$ cat src/hw/rtl/htts_pkg.sv
// Shared types and constants for the heater timer with temperature smoothing.
package htts_pkg;

  // Request kinds carried on the slave-side tuser
  localparam logic [1:0] REQ_TICK    = 2'd0;
  localparam logic [1:0] REQ_BTN_ONE = 2'd1;
  localparam logic [1:0] REQ_BTN_TWO = 2'd2;

  // Phase codes
  localparam logic [1:0] PHASE_START   = 2'd0;
  localparam logic [1:0] PHASE_SENSORS = 2'd1;
  localparam logic [1:0] PHASE_READY   = 2'd2;

  // Configuration register indexes
  localparam logic [1:0] CFG_HOLDOFF = 2'd0;
  localparam logic [1:0] CFG_ADD_MIN = 2'd1;
  localparam logic [1:0] CFG_MAX_MIN = 2'd2;

  localparam int unsigned SAMPLE_W  = 12;
  localparam int unsigned AVG_W     = 16;
  localparam int unsigned MIN_W     = 8;
  localparam int unsigned SEC_W     = 6;
  localparam int unsigned STAMP_W   = 32;
  localparam int unsigned HOLDOFF_W = 16;
  localparam int unsigned CFG_IDX_W = 2;

  localparam int unsigned IN_DATA_W  = 56;
  localparam int unsigned OUT_DATA_W = 56;

  localparam logic [HOLDOFF_W-1:0] HOLDOFF_RST = 16'd500;
  localparam logic [MIN_W-1:0]     ADD_MIN_RST = 8'd10;
  localparam logic [MIN_W-1:0]     MAX_MIN_RST = 8'd90;

  localparam logic [SEC_W-1:0] SEC_MINUTE = 6'd60;
  localparam logic [SEC_W-1:0] SEC_FRESH  = 6'd62;
  localparam logic [SEC_W-1:0] SEC_STEP   = 6'd2;

  // Divide by 5: floor(x * RECIP_MUL / 2^RECIP_SHIFT) == floor(x / 5) for x < 2^18
  localparam int unsigned  MAG_W       = 18;
  localparam int unsigned  RECIP_W     = 20;
  localparam int unsigned  RECIP_SHIFT = 22;
  localparam logic [RECIP_W-1:0] RECIP_MUL = 20'd838861;

  typedef struct packed {
    logic             heating;
    logic [MIN_W-1:0] minutes;
    logic [SEC_W-1:0] seconds;
  } timer_state_t;

  typedef struct packed {
    logic [HOLDOFF_W-1:0] holdoff;
    logic [MIN_W-1:0]     add_min;
    logic [MIN_W-1:0]     max_min;
  } timer_cfg_t;

endpackage

$ cat src/hw/rtl/htts_smooth.sv
// One smoothing channel: load or (4*avg + 16*sample)/5, rounded and saturated.
module htts_smooth (
  input  logic                                 load_i,
  input  logic signed [htts_pkg::AVG_W-1:0]    avg_i,
  input  logic signed [htts_pkg::SAMPLE_W-1:0] sample_i,
  output logic signed [htts_pkg::AVG_W-1:0]    avg_o
);
  import htts_pkg::*;

  logic signed [18:0]         avg_x4;
  logic signed [18:0]         samp_x16;
  logic signed [18:0]         num;
  logic [18:0]                num_neg;
  logic [MAG_W-1:0]           mag;
  logic [MAG_W-1:0]           mag_rnd;
  logic [MAG_W+RECIP_W-1:0]   prod;
  logic [AVG_W-1:0]           quo;
  logic [AVG_W-1:0]           filt;

  assign avg_x4   = {avg_i[AVG_W-1], avg_i, 2'b00};
  assign samp_x16 = {{3{sample_i[SAMPLE_W-1]}}, sample_i, 4'b0000};
  assign num      = avg_x4 + samp_x16;
  assign num_neg  = 19'(-num);
  assign mag      = num[18] ? num_neg[MAG_W-1:0] : num[MAG_W-1:0];
  // +2 gives round to nearest, ties away from zero, on the magnitude
  assign mag_rnd  = mag + MAG_W'(2);
  assign prod     = {{RECIP_W{1'b0}}, mag_rnd} * {{MAG_W{1'b0}}, RECIP_MUL};
  assign quo      = prod[RECIP_SHIFT+AVG_W-1:RECIP_SHIFT];

  always_comb begin
    if (num[18]) begin
      filt = AVG_W'(-{1'b0, quo});
    end else if (quo[AVG_W-1]) begin
      filt = {1'b0, {(AVG_W-1){1'b1}}};
    end else begin
      filt = quo;
    end
  end

  assign avg_o = load_i ? {sample_i, 4'b0000} : filt;

endmodule

$ cat src/hw/rtl/htts_timer.sv
// Next-state logic for the countdown timer and the two debounced buttons.
module htts_timer (
  input  logic [1:0]                   req_i,
  input  logic [htts_pkg::STAMP_W-1:0] now_i,
  input  htts_pkg::timer_cfg_t         cfg_i,
  input  htts_pkg::timer_state_t       state_i,
  input  logic [htts_pkg::STAMP_W-1:0] last_one_i,
  input  logic [htts_pkg::STAMP_W-1:0] last_two_i,
  output htts_pkg::timer_state_t       state_o,
  output logic [htts_pkg::STAMP_W-1:0] last_one_o,
  output logic [htts_pkg::STAMP_W-1:0] last_two_o
);
  import htts_pkg::*;

  logic [STAMP_W-1:0] elapsed_one;
  logic [STAMP_W-1:0] elapsed_two;
  logic               ok_one;
  logic               ok_two;

  assign elapsed_one = now_i - last_one_i;
  assign elapsed_two = now_i - last_two_i;
  assign ok_one = elapsed_one > {{(STAMP_W-HOLDOFF_W){1'b0}}, cfg_i.holdoff};
  assign ok_two = elapsed_two > {{(STAMP_W-HOLDOFF_W){1'b0}}, cfg_i.holdoff};

  always_comb begin
    logic [MIN_W-1:0] m;
    logic [SEC_W-1:0] s;
    logic [MIN_W:0]   sum;
    state_o    = state_i;
    last_one_o = last_one_i;
    last_two_o = last_two_i;
    m   = state_i.minutes;
    s   = state_i.seconds;
    sum = '0;
    unique case (req_i)
      REQ_TICK: begin
        state_o.heating = |state_i.minutes;
        if ((|m) && (s == '0)) begin
          m = m - MIN_W'(1);
          s = SEC_MINUTE;
        end
        // an odd count of one second stops at zero
        s = (s >= SEC_STEP) ? s - SEC_STEP : '0;
        state_o.minutes = m;
        state_o.seconds = s;
      end
      REQ_BTN_ONE: begin
        if (ok_one) begin
          if (!state_i.heating) begin
            m = '0;
            s = SEC_FRESH;
          end
          sum = {1'b0, m} + {1'b0, cfg_i.add_min};
          state_o.minutes = (sum > {1'b0, cfg_i.max_min}) ? cfg_i.max_min : sum[MIN_W-1:0];
          state_o.seconds = s;
          last_one_o      = now_i;
        end
      end
      REQ_BTN_TWO: begin
        if (ok_two) begin
          state_o.minutes = '0;
          state_o.heating = 1'b0;
          state_o.seconds = SEC_MINUTE;
          last_two_o      = now_i;
        end
      end
      default: begin
      end
    endcase
  end

endmodule

$ cat src/hw/rtl/heater_timer_with_temp_smoothing_unit.sv
// Top level of the heater countdown timer with tank and solar temperature smoothing.
//
// Slave side (s_axis_*): one item per tick or button event. tuser holds the request
// kind (tick, button one, button two); tdata holds the time stamp and both samples.
// Master side (m_axis_*): exactly one result item per input item, showing the timer,
// phase and both smoothed temperatures after that item.
// Configuration: cfg_valid_i/cfg_ready_o with cfg_index_i and cfg_data_i; always
// ready. Index 0 hold-off in ms, 1 minutes per press, 2 minute cap; others ignored.
// The user must write registers only while no item is in flight; the block does
// not enforce it. An accepted item is captured in the input register, and its result
// is loaded into the output register, raising m_axis_tvalid, once it is empty or taken.
// Throughput is one item per cycle while the receiver keeps m_axis_tready high; the
// per-item path is one 18x20 multiply for the divide by five per channel.
// Reset clears the phase, averages, timer, press stamps and both handshake stages and
// loads the register defaults (500 ms, 10 min, 90 min).
// When the receiver stalls, the result stays in the output register, one more item
// waits in the input register, and s_axis_tready drops until the output is taken.
module heater_timer_with_temp_smoothing_unit (
  input  logic                                 clk_i,
  input  logic                                 rst_ni,
  input  logic                                 s_axis_tvalid,
  output logic                                 s_axis_tready,
  // tdata: now_ms[31:0], tank_sample[43:32], solar_sample[55:44]
  input  logic [htts_pkg::IN_DATA_W-1:0]       s_axis_tdata,
  // tuser: req_type[1:0]
  input  logic [1:0]                           s_axis_tuser,
  output logic                                 m_axis_tvalid,
  input  logic                                 m_axis_tready,
  // tdata: heating_on[0], phase_code[2:1], minutes_left[10:3], seconds_left[16:11],
  //        tank_average[32:17], solar_average[48:33], zero[55:49]
  output logic [htts_pkg::OUT_DATA_W-1:0]      m_axis_tdata,
  input  logic                                 cfg_valid_i,
  output logic                                 cfg_ready_o,
  input  logic [htts_pkg::CFG_IDX_W-1:0]       cfg_index_i,
  input  logic [htts_pkg::HOLDOFF_W-1:0]       cfg_data_i
);
  import htts_pkg::*;

  // configuration
  timer_cfg_t cfg_q;

  // input stage
  logic                       in_valid_q;
  logic [1:0]                 in_req_q;
  logic [STAMP_W-1:0]         in_now_q;
  logic signed [SAMPLE_W-1:0] in_tank_q;
  logic signed [SAMPLE_W-1:0] in_solar_q;

  // block state
  logic [1:0]                 phase_q, phase_d;
  logic signed [AVG_W-1:0]    tank_avg_q, tank_avg_d;
  logic signed [AVG_W-1:0]    solar_avg_q, solar_avg_d;
  timer_state_t               timer_q, timer_d;
  logic [STAMP_W-1:0]         last_one_q, last_one_d;
  logic [STAMP_W-1:0]         last_two_q, last_two_d;

  // output stage
  logic                       out_valid_q;
  logic [OUT_DATA_W-1:0]      out_data_q, out_data_d;

  logic                       advance;
  logic                       in_fire;
  logic                       is_tick;
  logic                       avg_load;
  logic                       avg_upd;
  logic signed [AVG_W-1:0]    tank_new;
  logic signed [AVG_W-1:0]    solar_new;

  assign advance       = in_valid_q && (!out_valid_q || m_axis_tready);
  assign s_axis_tready = !in_valid_q || advance;
  assign in_fire       = s_axis_tvalid && s_axis_tready;
  assign cfg_ready_o   = 1'b1;

  assign is_tick  = (in_req_q == REQ_TICK);
  assign avg_load = (phase_q == PHASE_SENSORS);
  assign avg_upd  = is_tick && ((phase_q == PHASE_SENSORS) || (phase_q == PHASE_READY));

  htts_smooth u_smooth_tank (
    .load_i   (avg_load),
    .avg_i    (tank_avg_q),
    .sample_i (in_tank_q),
    .avg_o    (tank_new)
  );

  htts_smooth u_smooth_solar (
    .load_i   (avg_load),
    .avg_i    (solar_avg_q),
    .sample_i (in_solar_q),
    .avg_o    (solar_new)
  );

  htts_timer u_timer (
    .req_i      (in_req_q),
    .now_i      (in_now_q),
    .cfg_i      (cfg_q),
    .state_i    (timer_q),
    .last_one_i (last_one_q),
    .last_two_i (last_two_q),
    .state_o    (timer_d),
    .last_one_o (last_one_d),
    .last_two_o (last_two_d)
  );

  always_comb begin
    phase_d = phase_q;
    if (is_tick) begin
      unique case (phase_q)
        PHASE_READY:   phase_d = PHASE_READY;
        PHASE_SENSORS: phase_d = PHASE_READY;
        default:       phase_d = PHASE_SENSORS; // start and the unused code
      endcase
    end
  end

  assign tank_avg_d  = avg_upd ? tank_new : tank_avg_q;
  assign solar_avg_d = avg_upd ? solar_new : solar_avg_q;

  assign out_data_d = {7'b0, solar_avg_d, tank_avg_d, timer_d.seconds, timer_d.minutes,
                       phase_d, timer_d.heating};

  always_ff @(posedge clk_i or negedge rst_ni) begin
    if (!rst_ni) begin
      cfg_q.holdoff <= HOLDOFF_RST;
      cfg_q.add_min <= ADD_MIN_RST;
      cfg_q.max_min <= MAX_MIN_RST;
    end else if (cfg_valid_i && cfg_ready_o) begin
      unique case (cfg_index_i)
        CFG_HOLDOFF: cfg_q.holdoff <= cfg_data_i;
        CFG_ADD_MIN: cfg_q.add_min <= cfg_data_i[MIN_W-1:0];
        CFG_MAX_MIN: cfg_q.max_min <= cfg_data_i[MIN_W-1:0];
        default: begin
        end
      endcase
    end
  end

  always_ff @(posedge clk_i or negedge rst_ni) begin
    if (!rst_ni) begin
      in_valid_q <= 1'b0;
    end else if (s_axis_tready) begin
      in_valid_q <= s_axis_tvalid;
    end
  end

  always_ff @(posedge clk_i) begin
    if (in_fire) begin
      in_req_q   <= s_axis_tuser;
      in_now_q   <= s_axis_tdata[31:0];
      in_tank_q  <= s_axis_tdata[43:32];
      in_solar_q <= s_axis_tdata[55:44];
    end
  end

  always_ff @(posedge clk_i or negedge rst_ni) begin
    if (!rst_ni) begin
      phase_q     <= PHASE_START;
      tank_avg_q  <= '0;
      solar_avg_q <= '0;
      timer_q     <= '0;
      last_one_q  <= '0;
      last_two_q  <= '0;
    end else if (advance) begin
      phase_q     <= phase_d;
      tank_avg_q  <= tank_avg_d;
      solar_avg_q <= solar_avg_d;
      timer_q     <= timer_d;
      last_one_q  <= last_one_d;
      last_two_q  <= last_two_d;
    end
  end

  always_ff @(posedge clk_i or negedge rst_ni) begin
    if (!rst_ni) begin
      out_valid_q <= 1'b0;
    end else if (advance) begin
      out_valid_q <= 1'b1;
    end else if (m_axis_tready) begin
      out_valid_q <= 1'b0;
    end
  end

  always_ff @(posedge clk_i) begin
    if (advance) begin
      out_data_q <= out_data_d;
    end
  end

  assign m_axis_tvalid = out_valid_q;
  assign m_axis_tdata  = out_data_q;

endmodule
$ cat config.mk
export PLATFORM = sky130hd
export DESIGN_NAME = heater_timer_with_temp_smoothing_unit
export DESIGN_NICKNAME = d
export VERILOG_FILES = /design/src/hw/rtl/htts_pkg.sv /design/src/hw/rtl/htts_smooth.sv /design/src/hw/rtl/htts_timer.sv /design/src/hw/rtl/heater_timer_with_temp_smoothing_unit.sv
export SDC_FILE = /design/constraint.sdc
export NUM_CORES = 1
export LEC_CHECK = 0
export BUFFER_PORTS_ARGS = -buffer_cell sky130_fd_sc_hd__buf_2
export CORE_MARGIN = 5
export CORE_UTILIZATION = 40
export CTS_CLUSTER_DIAMETER = 120
export DETAILED_ROUTE_END_ITERATION = 10
export PLACE_DENSITY = 0.67
export SYNTH_ARGS = -nofsm -noshare
export SYNTH_HDL_FRONTEND = slang
export SYNTH_SLANG_ARGS = --single-unit
$ cat constraint.sdc
create_clock -name clk_i -period 12 [get_ports clk_i]
set_input_delay 0.6 -clock clk_i [delete_from_list [all_inputs] [get_ports clk_i]]
set_output_delay 0.6 -clock clk_i [all_outputs]
set_load 0.02 [all_outputs]
==> impl_metrics.tcl, run 1 <==
set metrics [dict create \
    worstSetupStartpointType "flop" \
    hold_violations 0 \
    drtPass1Iterations 6 \
    crit_fanout 6 \
    chipWidth_um 281.5 \
    slowest_delay_ns 0.76 \
    ys_seq_area_share_pct 23.43 \
    slew_violations 0 \
    final_cell_area_um2 32300 \
    dr_wl_met2_um 37600 \
    period_needed_ns 10.64 \
    max_clock_freq_ghz 0.09402 \
    vias 24640 \
    r2r_slack_ns 1.36 \
    clock_latency_ns 0.57 \
    grt_util_all_layers_pct 21.01 \
    async_flop_share_pct 57.87 \
    required_ns 12.31 \
    final_nets 4028 \
    grt_overflow_total 0 \
    wl_per_cell_um 19.20 \
    cts_root_buffer "clkbuf_16" \
    dp.cells 4306 \
    ctsResizeCount 0 \
    critPathSlowestCell "a2111oi_1" \
    grt_setup_unrepaired "false" \
    netlist_top_cells_area "ha_1 17%, dfrtp_1 11%, fa_1 11%" \
    die-area_um2 79230 \
    synth_edf_count 107 \
    syn_area_um2 29480 \
    synth_flop_cell "dfrtp_1" \
    diodes 0 \
    syn-instance-count 3295 \
    top_layer "met5" \
    first_global_vias 24111 \
    utilization_pct 44.20 \
    final.setup.tns_ns 0 \
    yosysWarnings 0 \
    antenna_found_initial 4 \
    finalCritPeriodShare_pct 88.64 \
    regArea_um2 6907 \
    final_common_cell "inv_1" \
    layout-drive-gt1-share_pct 10.26 \
    cts_setup_buffers 0 \
    dp_hpwl_um 67210 \
    area_delta_synth_final_pct 9.562 \
    synth_cell_types 102 \
    crit_type "flop to flop" \
    drtAntennaViolNets 0 \
    row_count 99 \
    multiInputGateArea_um2 20390 \
    clk_pin_slew_ns 0.06 \
    routed_wl_um 83910 \
    maxCapViolCount 0 \
    n_fill_cell 7141 \
    tritoncts "done" \
    cts.sinks 254 \
    h-tree-depth 2 \
    cp-end-kind "flop" \
    cts_made_buffers 35 \
    grt_start_max_net_pins 98 \
    max-slew-margin-rel_pct 31.14 \
    drt_iter0_markers 1805 \
    top_level_ports 140 \
    drc 0 \
    yosysTopAreaCell "ha_1" \
    drt-met1-wl_um 38370 \
    fp.dieH_um 281.5 \
    arrival_ns 10.94 \
    grt_pass1_wl_um 134100 \
    syn_area_per_cell_um2 8.948 \
    finClkSkew_ns 0.03103 \
    place.gp.congestion 0.9431 \
    layout_common_cells "474 x inv_1, 396 x ha_1, 237 x nand2_1, 205 x nor2_1, 205 x a21oi_1" \
    status "complete, no violations" \
    finalSetupViolations 0 \
    ys_ff_latch 254 \
    cts_buffer_depth 3 \
    initial_core_util_pct 40.34 \
    tightestPinTransition_ns 1.026 \
    port_buffers 131 \
    design.core.area_um2 73080 \
    placedInstanceArea_um2 31090 \
    wl_met3_um 5965 \
    stdcell_count 4370 \
    yosysTopAreaCellShare_pct 16.81 \
    holdBufCountCts 0 \
    vias_per_cell 5.638 \
    hold_class "input port to asynchronous set/reset pin" \
]
-- per-layer routing --
metal	global-route usage, %	vias to the layer above
li1	-	11832
met1	29.57	11925
met2	33.74	760
met3	4.099	117
met4	4.921	6
met5	0	-
-- stage by stage --
step	hold WS [ns]	setup WS, ns
floorplan	0.3044	2.437
global placement	0.4662	1.621
detailed placement	0.4870	1.513
CTS	0.1698	1.483
global route	0.1769	0.8129
finish	0.1378	1.364
-- sequential cells by signal, indices dropped and copies added (netlist names) --
register,count
in_now_q,32
in_solar_q,12
solar_avg_q,16
in_valid_q,1
cfg_q,32
tank_avg_q,16
in_tank_q,12
last_one_q,32
timer_q,15
phase_q,2
in_req_q,2
m_axis_tvalid,1
last_two_q,32
m_axis_tdata,49
-- kinds of logic after synthesis --
| logic type | share of synthesized area, % |
|---|---|
| buf+inv | 7.609 |
| mux | 3.675 |
| compound gates | 19.22 |
| other cells | 0.02547 |
| flops | 23.43 |
| xor+xnor | 4.448 |
| fa+ha+maj | 28.15 |
| simple gates | 13.45 |
-- critical path, delay by kind of cell (launching register included) --
kind / cells / cell delay (ns)
flip-flops: 1 / 0.37
multiplexers: 1 / 0.39
AND/OR/NAND/NOR: 4 / 1.09
adder cells (fa/ha/maj): 9 / 3.82
buffers and inverters: 6 / 0.41
AO/OA/AOI/OAI: 13 / 3.89
XOR/XNOR: 1 / 0.39
-- cell usage after synthesis (all sizes together), types with 8 or more instances --
| library cell | count |
|---|---|
| xor2 | 53 |
| nand4 | 38 |
| dfstp | 12 |
| and3 | 29 |
| a221oi | 14 |
| inv | 475 |
| nand2 | 237 |
| nor3 | 64 |
| a211o | 18 |
| or2 | 14 |
| o211ai | 23 |
| buf | 21 |
| o22ai | 15 |
| o21bai | 25 |
| fa | 167 |
| nor4 | 20 |
| o21a | 42 |
| and2 | 20 |
| a211oi | 35 |
| nor2b | 22 |
| or3 | 22 |
| nand2b | 29 |
| nand3 | 52 |
| edfxtp | 107 |
| or4 | 14 |
| a311oi | 10 |
| mux2 | 71 |
| o221ai | 9 |
| a21oi | 205 |
| mux2i | 28 |
| ha | 396 |
| o31ai | 39 |
| clkbuf | 83 |
| o21ai | 158 |
| o221a | 8 |
| xnor2 | 95 |
| a2111oi | 12 |
| a21o | 89 |
| dfrtp | 135 |
| nor2 | 208 |
| a31oi | 42 |
-- worst paths after layout --
path                       cells after the start                  startpoint                          to
min in group clk_i                             1            s_axis_tdata[20]      in_now_q[20]$_DFFE_PP_
max in group asynchronous                      2                      rst_ni   tank_avg_q[1]$_DFFE_PN0P_
max reg2reg                                   34  solar_avg_q[2]$_DFFE_PN0P_  m_axis_tdata[47]$_DFFE_PP_
min                                            1                      rst_ni  last_one_q[11]$_DFFE_PN0P_
min reg2reg                                    1      in_valid_q$_DFFE_PN0N_   m_axis_tvalid$_DFFE_PN0P_
max                                           34  solar_avg_q[2]$_DFFE_PN0P_  m_axis_tdata[47]$_DFFE_PP_
-- cell type report --
cell class / instances / share of cell area, %
inverters: 476 / 5.535
multi-input cells: 2467 / 63.12
repair buffers: 150 / 2.491
clock buffers: 49 / 3.130
flip-flops and latches: 254 / 21.38
well taps: 959 / 3.715
clock inverters: 15 / 0.6314
Power of run 1 is not shown: default switching activity piles up to over one toggle a cycle in this logic, so the estimate is an artifact.
==> inputs of run 2 (changes only) <==
--- a/config.mk
+++ b/config.mk
@@ -5,6 +5,7 @@
 export SDC_FILE = /design/constraint.sdc
 export NUM_CORES = 1
 export LEC_CHECK = 0
+export ABC_AREA = 1
 export BUFFER_PORTS_ARGS = -buffer_cell sky130_fd_sc_hd__buf_2
 export CORE_MARGIN = 5
 export CORE_UTILIZATION = 40
==> constraint.sdc (replaced) <==
create_clock -name clk_i -period 12 [get_ports clk_i]
set_input_delay 0.6 -clock clk_i [delete_from_list [all_inputs] [get_ports clk_i]]
set_output_delay 0.6 -clock clk_i [all_outputs]
set_load 0.05 [all_outputs]
==> impl_metrics.tcl, run 2 <==
set metrics [dict create \
    h-tree-depth 1 \
    syn_area_um2 29470 \
    synth.most_common_cell "nand2_1" \
    required_ns 12.31 \
    cts_buffer_depth 3 \
    die-area_um2 79210 \
    row_count 99 \
    r2r_slack_ns 2.42 \
    worst_hold_startpoint "s_axis_tdata[17]" \
    port_buffers 131 \
    tightestPinTransition_ns 1.151 \
    synth_adder_area_share_pct 28.16 \
    worstHoldEndpoint "in_now_q[17]$_DFFE_PP_" \
    status "complete, no violations" \
    slew_violations 0 \
    ys_ff_latch 254 \
    critPathSlowestCell "xor2_1" \
    maxCapViolCount 0 \
    netlist_top_cells_count "932 x nand2_1, 778 x inv_1, 396 x ha_1" \
    first_global_vias 25160 \
    hold_class "input port to flop" \
    synth_cell_types 57 \
    final_common_cell "nand2_1" \
    period_needed_ns 9.584 \
    max-slew-margin-rel_pct 23.03 \
    yosysWarnings 0 \
    top_level_ports 140 \
    fp.dieH_um 281.4 \
    arrival_ns 9.89 \
    diodes 0 \
    grt_start_max_net_pins 69 \
    max_clock_freq_ghz 0.1043 \
    grt_util_all_layers_pct 20.83 \
    layout_common_cells "932 x nand2_1, 776 x inv_1, 396 x ha_1, 282 x nor2_1, 222 x o21ai_0" \
    finalSetupViolations 0 \
    layout-drive-gt1-share_pct 6.852 \
    cp-end-kind "flop" \
    synth_compound_area_share_pct 11.26 \
    drc 0 \
    cts.sinks 254 \
    dp_hpwl_um 69970 \
    grt_pass1_wl_um 134000 \
    clk_pin_slew_ns 0.07 \
    finalCritPeriodShare_pct 79.87 \
    cts_root_buffer "clkbuf_16" \
    design.core.area_um2 72960 \
    vias_per_cell 5.071 \
    cts_made_buffers 28 \
    synthMuxAreaShare_pct 0 \
    drtPass1Iterations 6 \
    yosysTopAreaCellShare_pct 16.81 \
    netlist_top_cells_area "ha_1 17%, nand2_1 12%, dfrtp_1 11%" \
    antenna_found_initial 4 \
    tritoncts "done" \
    synth_edf_count 107 \
    drt_iter0_markers 1750 \
    async_flop_share_pct 57.87 \
    clock_latency_ns 0.57 \
    r2r_start "in_tank_q[0]$_DFFE_PP_" \
    n_fill_cell 7450 \
    crit_top_cell "nand2_1" \
    synth_top_family_by_area "adder cells" \
    initial_core_util_pct 40.40 \
    chipWidth_um 281.4 \
    syn-instance-count 3959 \
    area_delta_synth_final_pct 9.225 \
    drtAntennaViolNets 0 \
    vias 25657 \
    hold_violations 0 \
    yosysTopAreaCell "ha_1" \
    crit_type "flop to flop" \
    synth_flop_cell "dfrtp_1" \
    grt_setup_unrepaired "false" \
    final_nets 4723 \
    place.gp.congestion 0.9423 \
    worstSetupStartpointType "flop" \
    finClkSkew_ns 0.02134 \
    ys_seq_area_share_pct 23.43 \
    slowest_delay_ns 0.58 \
    crit_fanout 27 \
    final.setup.tns_ns 0 \
    r2r-end "m_axis_tdata[30]$_DFFE_PP_" \
    rr_worst_depth 40 \
    synth-simple-area-share_pct 22.57 \
    largest_reg_flops 49 \
    syn_area_per_cell_um2 7.444 \
    ctsResizeCount 0 \
    grt_overflow_total 0 \
    synth_xor_area_share_pct 3.536 \
    min_path_cells 1 \
    wl_per_cell_um 16.50 \
    routed_wl_um 83480 \
]
run 2: area by class of cell:
cell class	count	area [um2]	area share, %
Multi-Input combinational cell	2860	19350	60.11
Sequential cell	254	6907	21.46
Inverter	789	2964	9.208
Tap cell	959	1200	3.727
Timing Repair Buffer	146	777.0	2.414
Clock buffer	30	718.2	2.231
Clock inverter	22	274.0	0.8512
run 2: worst max-delay path by stage:
stage	depth (start not counted)	start	to	slack (ns)
5_1_grt	43	in_tank_q[0]$_DFFE_PP_	tank_avg_q[11]$_DFFE_PN0P_	1.66
3_5_place_dp	40	in_tank_q[0]$_DFFE_PP_	m_axis_tdata[30]$_DFFE_PP_	2.46
2_1_floorplan	44	in_tank_q[0]$_DFFE_PP_	m_axis_tdata[31]$_DFFE_PP_	4.21
6_report	40	in_tank_q[0]$_DFFE_PP_	m_axis_tdata[30]$_DFFE_PP_	2.42
3_3_place_gp	40	in_tank_q[0]$_DFFE_PP_	m_axis_tdata[30]$_DFFE_PP_	2.60
4_1_cts	40	in_tank_q[0]$_DFFE_PP_	m_axis_tdata[30]$_DFFE_PP_	2.43
run 2: kinds of logic after synthesis:
group,Yosys count
other,2
AOI/OAI and AO/OA,594
DFF,254
xor gates and xnor gates,119
buffers and inverters,851
adders and majority gates,563
and+or+nand+nor,1576
run 2: worst max-delay path: cells and delay by family, from the launching register on:
kind | cells | cell delay (ns)
adders and majority gates | 9 | 4.12
and+or+nand+nor | 17 | 2.23
buffers and inverters | 8 | 1.00
xor gates and xnor gates | 2 | 0.90
AOI/OAI and AO/OA | 4 | 0.70
DFF | 1 | 0.37
run 2: routing by layer:
metal  vias to the layer above  wire length [um]  GRT usage (%)
met5                         -                28              0
met4                         4              2138          4.435
met3                       103              4985          3.097
met2                       629             37290          33.92
met1                     11982             39040          29.68
li1                      12939                 -              -
run 2: metrics by stage:
| step | area (um2) | instances | util [%] | hold slack (ns) | worst slack, ns |
|---|---|---|---|---|---|
| floorplan | 29490 | 3965 | - | 0.3044 | 4.214 |
| global placement | 31190 | 5007 | 42.75 | 0.4647 | 2.596 |
| detailed placement | 31190 | 5007 | 42.75 | 0.4677 | 2.462 |
| CTS | 32190 | 5060 | 44.12 | 0.1660 | 2.430 |
| global route | 32190 | 5060 | 44.12 | 0.1769 | 1.655 |
| finish | 32190 | 5060 | 44.12 | 0.1974 | 2.416 |
run 2: timing repair:
action | CTS | global route
setup endpoints to repair | 0 | 0
endpoints found under the hold margin | 51 | 0
buffers inserted | 0 | 0
hold buffers | 1 | 0
Power of run 2 is left out for the same reason.
==> inputs of run 3 (changes only) <==
==> constraint.sdc (replaced) <==
create_clock -name clk_i -period 9.3 [get_ports clk_i]
set_input_delay 0.465 -clock clk_i [delete_from_list [all_inputs] [get_ports clk_i]]
set_output_delay 0.465 -clock clk_i [all_outputs]
set_load 0.05 [all_outputs]
==> impl_metrics.tcl, run 3 (same netlist as run 2, synthesis figures left out) <==
set metrics [dict create \
    status "complete, no violations" \
    period_needed_ns 8.601 \
    final_nets 4730 \
    grt_pass1_wl_um 132600 \
    tightestPinTransition_ns 1.142 \
    final.setup.tns_ns 0 \
    grt_overflow_total 0 \
    drc 0 \
    max_clock_freq_ghz 0.1163 \
    worstSetupStartpointType "flop" \
    place.gp.congestion 0.9580 \
    cts_made_buffers 28 \
    dp_hpwl_um 70160 \
    cts.sinks 254 \
    chipWidth_um 281.4 \
    area_delta_synth_final_pct 9.714 \
    critPathSlowestCell "fa_1" \
    die-area_um2 79210 \
    design.core.area_um2 72960 \
    finClkSkew_ns 0.02157 \
    h-tree-depth 1 \
    worstHoldEndpoint "in_now_q[17]$_DFFE_PP_" \
    layout_common_cells "930 x nand2_1, 776 x inv_1, 395 x ha_1, 282 x nor2_1, 220 x o21ai_0" \
    drtAntennaViolNets 0 \
    slew_violations 0 \
    top_level_ports 140 \
    clk_pin_slew_ns 0.07 \
    arrival_ns 8.91 \
    cts_root_buffer "clkbuf_16" \
    r2r-end "m_axis_tdata[41]$_DFFE_PP_" \
    worst_hold_startpoint "s_axis_tdata[17]" \
    hold_class "input port to flop" \
    fp.dieH_um 281.4 \
    layout-drive-gt1-share_pct 7.278 \
    slowest_delay_ns 0.57 \
    min_path_cells 1 \
    crit_top_cell "nand2_1" \
    multiInputGateArea_um2 19460 \
    grt_setup_unrepaired "false" \
    maxCapViolCount 0 \
    crit_type "flop to flop" \
    port_buffers 131 \
    clock_latency_ns 0.58 \
    required_ns 9.61 \
    hold_violations 0 \
    tritoncts "done" \
    largest_reg_flops 49 \
    cts_buffer_depth 3 \
    drtPass1Iterations 5 \
    drt_iter0_markers 1709 \
    cp-end-kind "flop" \
    rr_worst_depth 36 \
    vias_per_cell 5.082 \
    final_common_cell "nand2_1" \
    antenna_found_initial 6 \
    routed_wl_um 83270 \
    max-slew-margin-rel_pct 23.63 \
    wl_per_cell_um 16.43 \
    grt_start_max_net_pins 64 \
    finalCritPeriodShare_pct 92.49 \
    r2r_start "solar_avg_q[2]$_DFFE_PN0P_" \
    r2r_slack_ns 0.70 \
    crit_fanout 11 \
    first_global_vias 25290 \
    regArea_um2 6907 \
    grt_util_all_layers_pct 20.61 \
    finalSetupViolations 0 \
    row_count 99 \
    vias 25762 \
    n_fill_cell 7462 \
    initial_core_util_pct 40.40 \
]
## run 3: changes by cell type in the layout (fill, tap and decap cells not counted), moves of 3 or more
cell | previous run | this run
clkinv_4 | 4 | 1
clkinv_2 | 6 | 3
xor2_1 | 93 | 85
clkbuf_1 | 1 | 6
buf_4 | 14 | 21
clkbuf_8 | 1 | 5
xor2_2 | 0 | 7
## run 3: worst max path at each step
stage / start / endpoint
after floorplan: in_tank_q[0]$_DFFE_PP_ / m_axis_tdata[31]$_DFFE_PP_
after global placement: in_solar_q[11]$_DFFE_PP_ / m_axis_tdata[40]$_DFFE_PP_
after detailed placement: in_solar_q[0]$_DFFE_PP_ / m_axis_tdata[46]$_DFFE_PP_
after CTS: in_solar_q[11]$_DFFE_PP_ / m_axis_tdata[46]$_DFFE_PP_
after global routing: in_solar_q[0]$_DFFE_PP_ / solar_avg_q[14]$_DFFE_PN0P_
final: solar_avg_q[2]$_DFFE_PN0P_ / m_axis_tdata[41]$_DFFE_PP_
## run 3: layout make-up
type	instances	area share, %
clock inverters	13	0.5185
clock buffers	39	2.449
diodes	2	0.01548
well taps	959	3.711
flip-flops and latches	254	21.36
multi-input cells	2860	60.20
repair buffers	153	2.565
inverters	789	9.182
## run 3: per-stage QoR
stage	hold slack, ns	setup WS [ns]	instances	instance area (um2)	utilization, %
floorplan	0.1694	1.514	3965	29490	-
global placement	0.4420	0.2901	5013	31230	42.81
detailed placement	0.4455	0.2798	5013	31230	42.81
CTS	0.01530	0.2334	5066	32200	44.14
global route	0.03690	0.003084	5067	32330	44.31
finish	0.05360	0.6986	5069	32330	44.32
## run 3: worst max-delay path, delay by kind of cell, from the launching register on
| kind | cells | cell delay [ns] |
|---|---|---|
| DFF | 1 | 0.36 |
| adders and majority gates | 10 | 4.29 |
| buffers and inverters | 6 | 0.43 |
| and+or+nand+nor | 14 | 1.81 |
| xor gates and xnor gates | 1 | 0.50 |
| AOI/OAI and AO/OA | 5 | 0.93 |
## run 3: what timing repair did
| item | CTS | global route |
|---|---|---|
| hold buffers | 1 | 0 |
| endpoints found under the setup margin | 0 | 30 |
| setup buffers | 0 | 1 |
| hold endpoints to repair | 51 | 0 |
| resized for setup | 0 | 23 |
## run 3: per-layer routing
layer  GRT usage (%)  share of wire (%)  up-vias
met5               0              0.016        -
met4           6.422                3.7        2
met3           2.865                5.9      137
met2           33.06                 44      677
met1           29.07                 46    11979
li1                -                  -    12967
Power of run 3 is left out for the same reason.
